<file path="src/hw/rtl/assert_macros.svh">
// Assertion macros shared by the frame builder RTL.
// No dependencies; include inside a module body after the package import.
`ifndef ASSERT_MACROS_SVH
`define ASSERT_MACROS_SVH

// Same-cycle implication, disabled while reset is asserted.
`define CFB_ASSERT_IMPL(lbl, clk, rst_n, ante, cons) \
  lbl: assert property (@(posedge clk) disable iff (!rst_n) (ante) |-> (cons)) \
    else $error("cfb assertion failed");

// Next-cycle implication, disabled while reset is asserted.
`define CFB_ASSERT_NEXT(lbl, clk, rst_n, ante, cons) \
  lbl: assert property (@(posedge clk) disable iff (!rst_n) (ante) |=> (cons)) \
    else $error("cfb assertion failed");

`endif

</file>
<file path="src/hw/rtl/cfb_pkg.sv">
// Package for the checksummed frame builder: command type, constants, checksum helper.
// No dependencies.
`default_nettype none

package cfb_pkg;

  localparam int unsigned MAX_PAYLOAD = 1024;
  localparam int unsigned LEN_W       = 11;
  localparam int unsigned SEQ_W       = 32;
  localparam int unsigned BYTE_W      = 8;
  localparam int unsigned SUM_W       = 16;

  // Command queue between front and back
  localparam int unsigned CMD_DEPTH = 4;
  localparam int unsigned CMD_PTR_W = $clog2(CMD_DEPTH);
  localparam int unsigned CMD_CNT_W = $clog2(CMD_DEPTH + 1);

  // Input action codes
  localparam logic ACT_START = 1'b0;
  localparam logic ACT_DATA  = 1'b1;

  // Header flag byte values
  localparam logic [BYTE_W-1:0] FLAG_LAST = 8'h00;
  localparam logic [BYTE_W-1:0] FLAG_MORE = 8'h01;

  // Header step counter: steps 1..8 follow the flag byte
  localparam int unsigned STEP_W    = 4;
  localparam logic [STEP_W-1:0] STEP_FIRST = 4'd1;
  localparam logic [STEP_W-1:0] STEP_LAST  = 4'd8;

  typedef enum logic {
    CMD_START = 1'b0,
    CMD_DATA  = 1'b1
  } cmd_kind_t;

  typedef struct packed {
    cmd_kind_t          kind;
    logic               last;   // data byte closes the frame
    logic               eod;
    logic [SEQ_W-1:0]   seq;
    logic [LEN_W-1:0]   len;
    logic [BYTE_W-1:0]  data;
  } cmd_t;

  typedef enum logic [1:0] {
    BK_IDLE = 2'd0,
    BK_HDR  = 2'd1,
    BK_CHK  = 2'd2
  } bk_state_t;

  // 16-bit ones-complement add with end-around carry
  function automatic logic [SUM_W-1:0] sum_add(input logic [SUM_W-1:0] s,
                                               input logic [BYTE_W-1:0] b);
    logic [SUM_W:0] t;
    t = {1'b0, s} + {{(SUM_W + 1 - BYTE_W){1'b0}}, b};
    if (t[SUM_W]) begin
      sum_add = t[SUM_W-1:0] + {{(SUM_W-1){1'b0}}, 1'b1};
    end else begin
      sum_add = t[SUM_W-1:0];
    end
  endfunction

endpackage

`default_nettype wire

</file>
<file path="src/hw/rtl/checksummed_frame_builder_core.sv">
// Channel | Direction | Handshake           | Payload
// in_     | input     | in_push / in_full   | action, seq_num, payload_length,
//         |           |                     | end_of_data, payload_byte
// out_    | output    | out_pop / out_empty | frame_byte, frame_end
//
// A data item reaches the output register at the edge that takes it from the command queue;
// a closing data item is followed by the checksum byte from the checksum state.
// A start item puts nine bytes through the serializer (ten with an empty payload), one
// byte per cycle while the single output register is empty or being popped. The four-entry
// command queue absorbs header bursts; in_full is high only while it is full. Synchronous
// active-low reset clears frame state, queue and output.
// Top level of the checksummed frame builder.
// Depends on cfb_pkg, cfb_front, cfb_cmd_fifo, cfb_back.
`default_nettype none

module checksummed_frame_builder_core (
  input  wire logic                       clk,
  input  wire logic                       rst_n,
  input  wire logic                       in_push,
  output logic                            in_full,
  input  wire logic                       in_action,
  input  wire logic [cfb_pkg::SEQ_W-1:0]  in_seq_num,
  input  wire logic [cfb_pkg::LEN_W-1:0]  in_payload_length,
  input  wire logic                       in_end_of_data,
  input  wire logic [cfb_pkg::BYTE_W-1:0] in_payload_byte,
  output logic                            out_empty,
  input  wire logic                       out_pop,
  output logic [cfb_pkg::BYTE_W-1:0]      out_frame_byte,
  output logic                            out_frame_end
);
  import cfb_pkg::*;

  logic in_accept;
  logic cmd_push;
  cmd_t cmd_in;
  cmd_t cmd_out;
  logic cmd_full;
  logic cmd_empty;
  logic cmd_pop;

  assign in_full   = cmd_full;
  assign in_accept = in_push && !cmd_full;

  cfb_front u_front (
    .clk            (clk),
    .rst_n          (rst_n),
    .accept         (in_accept),
    .action         (in_action),
    .seq_num        (in_seq_num),
    .payload_length (in_payload_length),
    .end_of_data    (in_end_of_data),
    .payload_byte   (in_payload_byte),
    .cmd_push       (cmd_push),
    .cmd            (cmd_in)
  );

  cfb_cmd_fifo u_cmd_fifo (
    .clk   (clk),
    .rst_n (rst_n),
    .push  (cmd_push),
    .din   (cmd_in),
    .full  (cmd_full),
    .pop   (cmd_pop),
    .dout  (cmd_out),
    .empty (cmd_empty)
  );

  cfb_back u_back (
    .clk            (clk),
    .rst_n          (rst_n),
    .cmd            (cmd_out),
    .cmd_empty      (cmd_empty),
    .cmd_pop        (cmd_pop),
    .out_empty      (out_empty),
    .out_pop        (out_pop),
    .out_frame_byte (out_frame_byte),
    .out_frame_end  (out_frame_end)
  );

endmodule

`default_nettype wire

</file>
<file path="src/hw/rtl/cfb_cmd_fifo.sv">
// Short command queue between the front classifier and the back serializer.
// Depends on cfb_pkg.
`default_nettype none

module cfb_cmd_fifo (
  input  wire logic          clk,
  input  wire logic          rst_n,
  input  wire logic          push,
  input  wire cfb_pkg::cmd_t din,
  output logic               full,
  input  wire logic          pop,
  output cfb_pkg::cmd_t      dout,
  output logic               empty
);
  import cfb_pkg::*;
  `include "assert_macros.svh"

  cmd_t                 mem_r [CMD_DEPTH];
  logic [CMD_PTR_W-1:0] wr_ptr_r, wr_ptr_nxt;
  logic [CMD_PTR_W-1:0] rd_ptr_r, rd_ptr_nxt;
  logic [CMD_CNT_W-1:0] cnt_r, cnt_nxt;
  logic                 do_push, do_pop;

  assign full    = (cnt_r == CMD_CNT_W'(CMD_DEPTH));
  assign empty   = (cnt_r == '0);
  assign do_push = push && !full;
  assign do_pop  = pop && !empty;
  assign dout    = mem_r[rd_ptr_r];

  // pointer and count update
  always_comb begin
    wr_ptr_nxt = wr_ptr_r;
    rd_ptr_nxt = rd_ptr_r;
    cnt_nxt    = cnt_r;
    if (do_push) begin
      wr_ptr_nxt = (wr_ptr_r == CMD_PTR_W'(CMD_DEPTH - 1)) ? '0
                   : wr_ptr_r + {{(CMD_PTR_W-1){1'b0}}, 1'b1};
    end
    if (do_pop) begin
      rd_ptr_nxt = (rd_ptr_r == CMD_PTR_W'(CMD_DEPTH - 1)) ? '0
                   : rd_ptr_r + {{(CMD_PTR_W-1){1'b0}}, 1'b1};
    end
    if (do_push && !do_pop) begin
      cnt_nxt = cnt_r + {{(CMD_CNT_W-1){1'b0}}, 1'b1};
    end else if (do_pop && !do_push) begin
      cnt_nxt = cnt_r - {{(CMD_CNT_W-1){1'b0}}, 1'b1};
    end
  end

  always_ff @(posedge clk) begin
    if (!rst_n) begin
      wr_ptr_r <= '0;
      rd_ptr_r <= '0;
      cnt_r    <= '0;
    end else begin
      wr_ptr_r <= wr_ptr_nxt;
      rd_ptr_r <= rd_ptr_nxt;
      cnt_r    <= cnt_nxt;
    end
  end

  // storage
  always_ff @(posedge clk) begin
    if (do_push) begin
      mem_r[wr_ptr_r] <= din;
    end
  end

  `CFB_ASSERT_IMPL(a_cnt_bound, clk, rst_n, 1'b1, cnt_r <= CMD_CNT_W'(CMD_DEPTH))
  `CFB_ASSERT_NEXT(a_push_full_hold, clk, rst_n, full && push && !pop, full)
  `CFB_ASSERT_IMPL(a_ptr_match, clk, rst_n, empty || full, wr_ptr_r == rd_ptr_r)

endmodule

`default_nettype wire

</file>
<file path="src/hw/rtl/cfb_front.sv">
// Front part: tracks the open frame, saturates the length and turns items into commands.
// Depends on cfb_pkg.
`default_nettype none

module cfb_front (
  input  wire logic                       clk,
  input  wire logic                       rst_n,
  input  wire logic                       accept,
  input  wire logic                       action,
  input  wire logic [cfb_pkg::SEQ_W-1:0]  seq_num,
  input  wire logic [cfb_pkg::LEN_W-1:0]  payload_length,
  input  wire logic                       end_of_data,
  input  wire logic [cfb_pkg::BYTE_W-1:0] payload_byte,
  output logic                            cmd_push,
  output cfb_pkg::cmd_t                   cmd
);
  import cfb_pkg::*;
  `include "assert_macros.svh"

  localparam int unsigned CMP_W = 17;

  logic             open_r, open_nxt;
  logic [LEN_W-1:0] left_r, left_nxt;
  logic [LEN_W-1:0] len_sat;
  logic             is_start;
  logic             is_last;

  // classify the transaction and build the command
  always_comb begin
    is_start = (action == ACT_START);
    if ({{(CMP_W - LEN_W){1'b0}}, payload_length} > CMP_W'(MAX_PAYLOAD)) begin
      len_sat = LEN_W'(MAX_PAYLOAD);
    end else begin
      len_sat = payload_length;
    end
    is_last  = (left_r == {{(LEN_W-1){1'b0}}, 1'b1});
    cmd_push = accept && (is_start || open_r);
    cmd.kind = is_start ? CMD_START : CMD_DATA;
    cmd.last = is_last;
    cmd.eod  = end_of_data;
    cmd.seq  = seq_num;
    cmd.len  = len_sat;
    cmd.data = payload_byte;
  end

  // frame tracking; data with no open frame is dropped
  always_comb begin
    open_nxt = open_r;
    left_nxt = left_r;
    if (accept) begin
      priority if (is_start) begin
        open_nxt = (len_sat != '0);
        left_nxt = len_sat;
      end else if (open_r) begin
        left_nxt = left_r - {{(LEN_W-1){1'b0}}, 1'b1};
        open_nxt = !is_last;
      end else begin
        // stray data byte: state holds
        open_nxt = open_r;
        left_nxt = left_r;
      end
    end
  end

  always_ff @(posedge clk) begin
    if (!rst_n) begin
      open_r <= 1'b0;
      left_r <= '0;
    end else begin
      open_r <= open_nxt;
      left_r <= left_nxt;
    end
  end

  `CFB_ASSERT_IMPL(a_open_has_bytes, clk, rst_n, open_r, left_r != '0)
  `CFB_ASSERT_NEXT(a_close_on_last, clk, rst_n,
                   accept && action == ACT_DATA && open_r && is_last, !open_r)

endmodule

`default_nettype wire

</file>
<file path="src/hw/rtl/cfb_back.sv">
// Back part: serializes commands into frame bytes, keeps the checksum, holds the output register.
// Depends on cfb_pkg.
`default_nettype none

module cfb_back (
  input  wire logic                   clk,
  input  wire logic                   rst_n,
  input  wire cfb_pkg::cmd_t          cmd,
  input  wire logic                   cmd_empty,
  output logic                        cmd_pop,
  output logic                        out_empty,
  input  wire logic                   out_pop,
  output logic [cfb_pkg::BYTE_W-1:0]  out_frame_byte,
  output logic                        out_frame_end
);
  import cfb_pkg::*;
  `include "assert_macros.svh"

  bk_state_t         state_r, state_nxt;
  logic [STEP_W-1:0] step_r, step_nxt;
  logic [SUM_W-1:0]  sum_r, sum_nxt;
  logic [SEQ_W-1:0]  seq_r;
  logic [LEN_W-1:0]  len_r;
  logic              latch_hdr;

  logic              out_valid_r;
  logic [BYTE_W-1:0] out_byte_r;
  logic              out_end_r;

  logic              adv;
  logic              emit;
  logic [BYTE_W-1:0] emit_byte;
  logic              emit_end;
  logic [BYTE_W-1:0] hdr_byte;

  assign adv            = !out_valid_r || out_pop;
  assign out_empty      = !out_valid_r;
  assign out_frame_byte = out_byte_r;
  assign out_frame_end  = out_end_r;

  // header byte after the flag: seq then length, big-endian
  always_comb begin
    unique case (step_r)
      4'd1:    hdr_byte = seq_r[31:24];
      4'd2:    hdr_byte = seq_r[23:16];
      4'd3:    hdr_byte = seq_r[15:8];
      4'd4:    hdr_byte = seq_r[7:0];
      4'd7:    hdr_byte = BYTE_W'(len_r >> 8);
      4'd8:    hdr_byte = len_r[7:0];
      default: hdr_byte = '0;
    endcase
  end

  // outputs of the sequencer
  always_comb begin
    emit      = 1'b0;
    emit_byte = '0;
    emit_end  = 1'b0;
    cmd_pop   = 1'b0;
    sum_nxt   = sum_r;
    step_nxt  = step_r;
    latch_hdr = 1'b0;
    unique case (state_r)
      BK_IDLE: begin
        if (!cmd_empty) begin
          emit    = 1'b1;
          cmd_pop = adv;
          if (cmd.kind == CMD_START) begin
            emit_byte = cmd.eod ? FLAG_LAST : FLAG_MORE;
            sum_nxt   = sum_add('0, emit_byte);
            step_nxt  = STEP_FIRST;
            latch_hdr = adv;
          end else begin
            emit_byte = cmd.data;
            sum_nxt   = sum_add(sum_r, emit_byte);
          end
        end
      end
      BK_HDR: begin
        emit      = 1'b1;
        emit_byte = hdr_byte;
        sum_nxt   = sum_add(sum_r, emit_byte);
        step_nxt  = step_r + {{(STEP_W-1){1'b0}}, 1'b1};
      end
      BK_CHK: begin
        emit      = 1'b1;
        emit_byte = sum_r[7:0];
        emit_end  = 1'b1;
        sum_nxt   = '0;
      end
      default: begin
        emit = 1'b0;
      end
    endcase
  end

  // next state
  always_comb begin
    state_nxt = state_r;
    unique case (state_r)
      BK_IDLE: begin
        if (adv && !cmd_empty) begin
          priority if (cmd.kind == CMD_START) begin
            state_nxt = BK_HDR;
          end else if (cmd.last) begin
            state_nxt = BK_CHK;
          end else begin
            state_nxt = BK_IDLE;
          end
        end
      end
      BK_HDR: begin
        if (adv && step_r == STEP_LAST) begin
          state_nxt = (len_r == '0) ? BK_CHK : BK_IDLE;
        end
      end
      BK_CHK: begin
        if (adv) begin
          state_nxt = BK_IDLE;
        end
      end
      default: state_nxt = BK_IDLE;
    endcase
  end

  // control registers
  always_ff @(posedge clk) begin
    if (!rst_n) begin
      state_r     <= BK_IDLE;
      step_r      <= '0;
      sum_r       <= '0;
      out_valid_r <= 1'b0;
    end else if (adv) begin
      state_r     <= state_nxt;
      step_r      <= step_nxt;
      sum_r       <= sum_nxt;
      out_valid_r <= emit;
    end
  end

  // payload registers
  always_ff @(posedge clk) begin
    if (adv) begin
      out_byte_r <= emit_byte;
      out_end_r  <= emit_end;
    end
    if (latch_hdr) begin
      seq_r <= cmd.seq;
      len_r <= cmd.len;
    end
  end

  `CFB_ASSERT_NEXT(a_out_hold, clk, rst_n, out_valid_r && !out_pop,
                   out_valid_r && $stable(out_byte_r) && $stable(out_end_r))
  `CFB_ASSERT_NEXT(a_chk_to_idle, clk, rst_n, state_r == BK_CHK && adv,
                   state_r == BK_IDLE && out_end_r && out_valid_r)
  `CFB_ASSERT_IMPL(a_pop_idle_only, clk, rst_n, cmd_pop,
                   state_r == BK_IDLE && !cmd_empty)

endmodule

`default_nettype wire

</file>
<file path="config.mk">
export PLATFORM = sky130hd
export DESIGN_NAME = checksummed_frame_builder_core
export DESIGN_NICKNAME = d
export VERILOG_FILES = /design/src/hw/rtl/cfb_pkg.sv /design/src/hw/rtl/checksummed_frame_builder_core.sv /design/src/hw/rtl/cfb_cmd_fifo.sv /design/src/hw/rtl/cfb_front.sv /design/src/hw/rtl/cfb_back.sv
export VERILOG_INCLUDE_DIRS = /design/src /design/src/hw/rtl
export SDC_FILE = /design/constraint.sdc
export NUM_CORES = 1
export LEC_CHECK = 0
export BUFFER_PORTS_ARGS = -buffer_cell sky130_fd_sc_hd__buf_4
export CAP_MARGIN = 30
export CORE_MARGIN = 1.5
export CORE_UTILIZATION = 31
export DETAILED_ROUTE_END_ITERATION = 10
export MAX_ROUTING_LAYER = met4
export SYNTH_ARGS = -nofsm -noshare
export SYNTH_HDL_FRONTEND = slang
export SYNTH_SLANG_ARGS = --single-unit
</file>
<file path="constraint.sdc">
create_clock -name clk -period 4.5 [get_ports clk]
set_clock_uncertainty 0.1 [all_clocks]
set_input_delay 0.225 -clock clk [delete_from_list [all_inputs] [get_ports clk]]
set_output_delay 0.225 -clock clk [all_outputs]
set_load 0.01 [all_outputs]
</file>
==> run summary <==
Logic synthesis
* **ys async rst share** 0%
* **Synth Net Count** 1002
* **Yosys warning total** 0
* **portion of synthesized cell area occupied by the leading cell type** 59.39%
* **total of flip-flops plus latches after synthesis** 312
* **count of unique library cells instantiated by Yosys** 73
* **most frequent cell after synthesis** sky130_fd_sc_hd__edfxtp_1
* **Avg Inst Size Synth** 14.96 µm²
* **cell accounting for the most synthesized area** sky130_fd_sc_hd__edfxtp_1
* **part of the Yosys area used for sequential elements** 65.89%
* **most numerous cell types in the synthesized netlist** sky130_fd_sc_hd__edfxtp_1 (268), sky130_fd_sc_hd__nor2_1 (55), sky130_fd_sc_hd__mux4_2 (54)
* **number of enable-type register cells in the synthesized netlist** 268
* **flip-flop cell with the highest count after synthesis** sky130_fd_sc_hd__edfxtp_1
* **gate count after technology mapping** 906
* **leading cell types by total area after synthesis** sky130_fd_sc_hd__edfxtp_1 (59%), sky130_fd_sc_hd__mux4_2 (9.0%), sky130_fd_sc_hd__dfxtp_1 (6.5%)
* **post-synthesis instance area** 13550 µm²

Detailed routing
* **Met1 Routed Length** 13.45 mm
* **Detailed Routing Iterations Pass 1** 5
* **length of routed met2 wiring** 14.76 mm
* **highest signal layer in the routed design** met4
* **vias per cell** 4.966
* **Detail Route met3 WL** 1.667 mm
* **Starting DRT DRC Count** 792
* **total number of vias** 8135
* **DR DRC count** 0
* **antenna-violating nets left** 0
* **aggregate routed wire length** 30.46 mm
* **final routed wire length divided by cell count** 18.59 µm

Critical path
* **element type at the critical path end** flop
* **CP endpoint** u_back.sum_r[7]
* **Levels on crit path** 17
* **required time at the endpoint of the critical path** 4.83 ns
* **type of the setup path with the least slack** reg2reg
* **standard cell with the maximum stage delay on the critical path** sky130_fd_sc_hd__o311ai_0
* **count of cells along the worst register-to-register path** 17
* **cells along the critical path** inv_1 -> ha_1 -> nand2_1 -> nor2_2 -> a22o_1 -> a221oi_1 -> o21ai_0 -> ha_1 -> inv_1 -> fa_1 -> nand2b_1 -> a21oi_1 -> xor2_1 -> nand4b_1 -> o311ai_0 -> a21oi_1 -> a311o_2
* **crit path launch** u_back.step_r[0]
* **peak fanout along the critical path** 9
* **WP data arrival** 4.47 ns
* **reg2reg start** u_back.step_r[0]
* **worst reg2reg setup slack** 0.35 ns
* **crit-path leading delay family** compound AO/OA/AOI/OAI gates
* **type of element launching the critical path** flop
* **worst path bufs/invs** 2
* **Max stage delay on crit path** 0.47 ns
* **R2R Path End** u_back.sum_r[7]

Power
* **sw frac** 31.16%
* **internal portion of total power** 6.366 mW
* **part of the power in combinational logic** 27.2%
* **part of the power in registers** 41.7%
* **Switching Power** 2.882 mW
* **largest voltage drop on the vdd net** 0.2614 mV
* **power density relative to cell area** 565.1 nW/µm²
* **Pleak** 5.587 nW
* **portion of total power attributed to the clock network** 31.1%

Floorplanning
* **count of pins on the block boundary** 68
* **FP Rows** 76
* **die height** 212.1 µm
* **DIE WIDTH** 212.1 µm
* **placeable core region** 43080 µm²
* **initial standard-cell utilization of the core** 31.46%
* **full die area** 44970 µm²

Layout
* **synthesis-to-finish area growth** 20.78%
* **Post-layout nets** 1123
* **proportion of layout cells with a drive suffix above 1** 20.13%
* **total inserted antenna cells** 0
* **Final Instance Area** 16370 µm²

Clock network
* **# Post-CTS Setup Buffers** 0
* **clk_lat worst skew** 0.53 ns
* **master cell of the clock root buffer** sky130_fd_sc_hd__clkbuf_16
* **Max Buffers Root-to-Sink** 3
* **clock input transition at the sequential cells of the worst setup and hold paths** 0.06 ns
* **H-tree depth** 2
* **clock tree from TritonCTS** done
* **CTS buffer count** 35
* **number of sinks on the clock net** 312

Min path
* **Tightest Hold Check Type** in2reg

STA
* **Worst Max-Slew Pin Slew** 0.8919 ns
* **Pins Over Slew Limit** 0
* **Setup Viol. Count Final** 0
* **worst slew margin relative to its limit** 40.47%
* **Hold Vio Cnt, Final** 0
* **Fmax** 241.2 MHz
* **unrepaired setup endpoints after global routing** no
* **share of the clock period used by the worst path** 92.13%
* **Min Clock Period, post-route** 4.146 ns
* **total negative setup slack** 0 ns

Global routing
* **vias in the first global route** 8297
* **Congestion Overflow GR** 0
* **largest net degree at the start of global routing** 55
* **initial antenna violation count** 0
* **global-route wire length before repair** 47.41 mm
* **All-Layer GR Usage** 14.37%

Outcome
* **result of the run** complete, no violations

Placed design
* **dpl cell area** 14740 µm²
* **final HPWL from detailed placement** 19.95 mm
* **IO Port Bufs** 67
* **final weighted congestion in routability-driven placement** 0.8828

Flow run
* **max-capacitance violation count** 0

==> placed cells by master (no fill, tap or decap), drive strengths merged, types with 7 or more instances in the layout <==
cell,instances
xor2,10
a21o,7
and3,8
nand2,46
o21ai,43
buf,80
edfxtp,268
inv,30
dlygate4sd3,45
nand3,26
a22oi,11
a222oi,8
a21oi,46
mux4,54
nor2,55
dfxtp,44
nor2b,13
a31oi,11
ha,36
clkinv,12
clkbuf,45
nand4,10
xnor2,18
nor4,9
nand2b,8
nor3,14
and2,14
a221oi,8
==> metrics by stage <==
step                      power, mW  util [%]  std cells  hold slack (ns)  worst slack (ns)
after floorplan               5.613         -        906           0.2239            0.6106
after global placement        6.377     34.16       1529           0.3275            0.4943
after detailed placement      6.408     34.21       1530           0.3295            0.3210
after CTS                     9.336     37.99       1638         0.001751            0.3111
after global routing          9.742     38.00       1638          0.04821           0.04079
final                         9.248     38.00       1638          0.02632            0.3541
==> power by group through the flow <==
stage,Combinational [mW],Clock [mW],Sequential [mW]
finish,2.51,2.87,3.86
global route,2.78,3.06,3.90
CTS,2.53,2.95,3.86
detailed placement,2.49,0,3.92
global placement,2.46,0,3.92
floorplan,1.80,0,3.81
==> layer usage <==
layer	track usage [%]	vias up
met4	4.483	0
met3	2.866	42
li1	-	3796
met5	-	-
met1	18.19	4067
met2	23.24	230
==> worst min-delay path by stage <==
stage	startpoint	endpoint	slack [ns]	cells past startpoint
2_1_floorplan	in_payload_byte[0]	u_cmd_fifo.mem_r[0][0]	0.22	0
3_3_place_gp	in_seq_num[15]	u_cmd_fifo.mem_r[2][34]	0.33	1
3_5_place_dp	in_seq_num[30]	u_cmd_fifo.mem_r[3][49]	0.33	1
4_1_cts	in_payload_length[9]	u_front.left_r[9]	0.002	5
5_1_grt	in_payload_length[9]	u_front.left_r[9]	0.05	5
6_report	in_payload_length[9]	u_front.left_r[9]	0.03	5
==> kinds of logic (layout without fill, tap and decap cells) <==
family / after synthesis / after routing / share of synthesized area, %
XOR/XNOR: 28 / 28 / 1.810
AO/OA/AOI/OAI: 176 / 176 / 8.643
flip-flops: 312 / 312 / 65.89
adder cells (fa/ha/maj): 39 / 39 / 3.767
buffers and inverters: 70 / 217 / 2.105
AND/OR/NAND/NOR: 222 / 222 / 8.430
multiplexers: 59 / 59 / 9.354
==> area by class of cell <==
class / instances / area [µm²]
Fill cell: 3997 / 26710
Sequential cell: 312 / 8934
Multi-Input combinational cell: 524 / 4352
Timing Repair Buffer: 125 / 1064
Clock buffer: 45 / 984.7
Tap cell: 585 / 732.0
Clock inverter: 18 / 192.7
Inverter: 29 / 108.9
==> sequential cells by signal, summed over array words and instances, names as in the netlist, 3 cells and up, named ones only <==
signal and count:
u_cmd_fifo.mem_r 216, u_back.seq_r 32, u_back.sum_r 16, u_back.len_r 11, u_front.left_r 11, u_back.out_frame_byte 8, u_back.step_r 4, u_cmd_fifo.cnt_r 3
==> what timing repair did <==
item                                   in CTS  in global routing
gates resized for setup                     0                  1
hold buffers                               45                  0
endpoints found under the hold margin     180                  0
setup endpoints to repair                   0                  1
==> worst reg2reg max path, cell delays in order, from the launching register on <==
cell                       delay [ns]
sky130_fd_sc_hd__dfxtp_1         0.36
sky130_fd_sc_hd__inv_1           0.10
sky130_fd_sc_hd__ha_1            0.16
sky130_fd_sc_hd__nand2_1         0.07
sky130_fd_sc_hd__nor2_2          0.30
sky130_fd_sc_hd__a22o_1          0.18
sky130_fd_sc_hd__a221oi_1        0.04
sky130_fd_sc_hd__o21ai_0         0.17
sky130_fd_sc_hd__ha_1            0.24
sky130_fd_sc_hd__inv_1           0.05
sky130_fd_sc_hd__fa_1            0.39
sky130_fd_sc_hd__nand2b_1        0.18
sky130_fd_sc_hd__a21oi_1         0.17
sky130_fd_sc_hd__xor2_1          0.36
sky130_fd_sc_hd__nand4b_1        0.23
sky130_fd_sc_hd__o311ai_0        0.47
sky130_fd_sc_hd__a21oi_1         0.13
sky130_fd_sc_hd__a311o_2         0.36
Note: power is estimated with default switching activity, not from simulation.
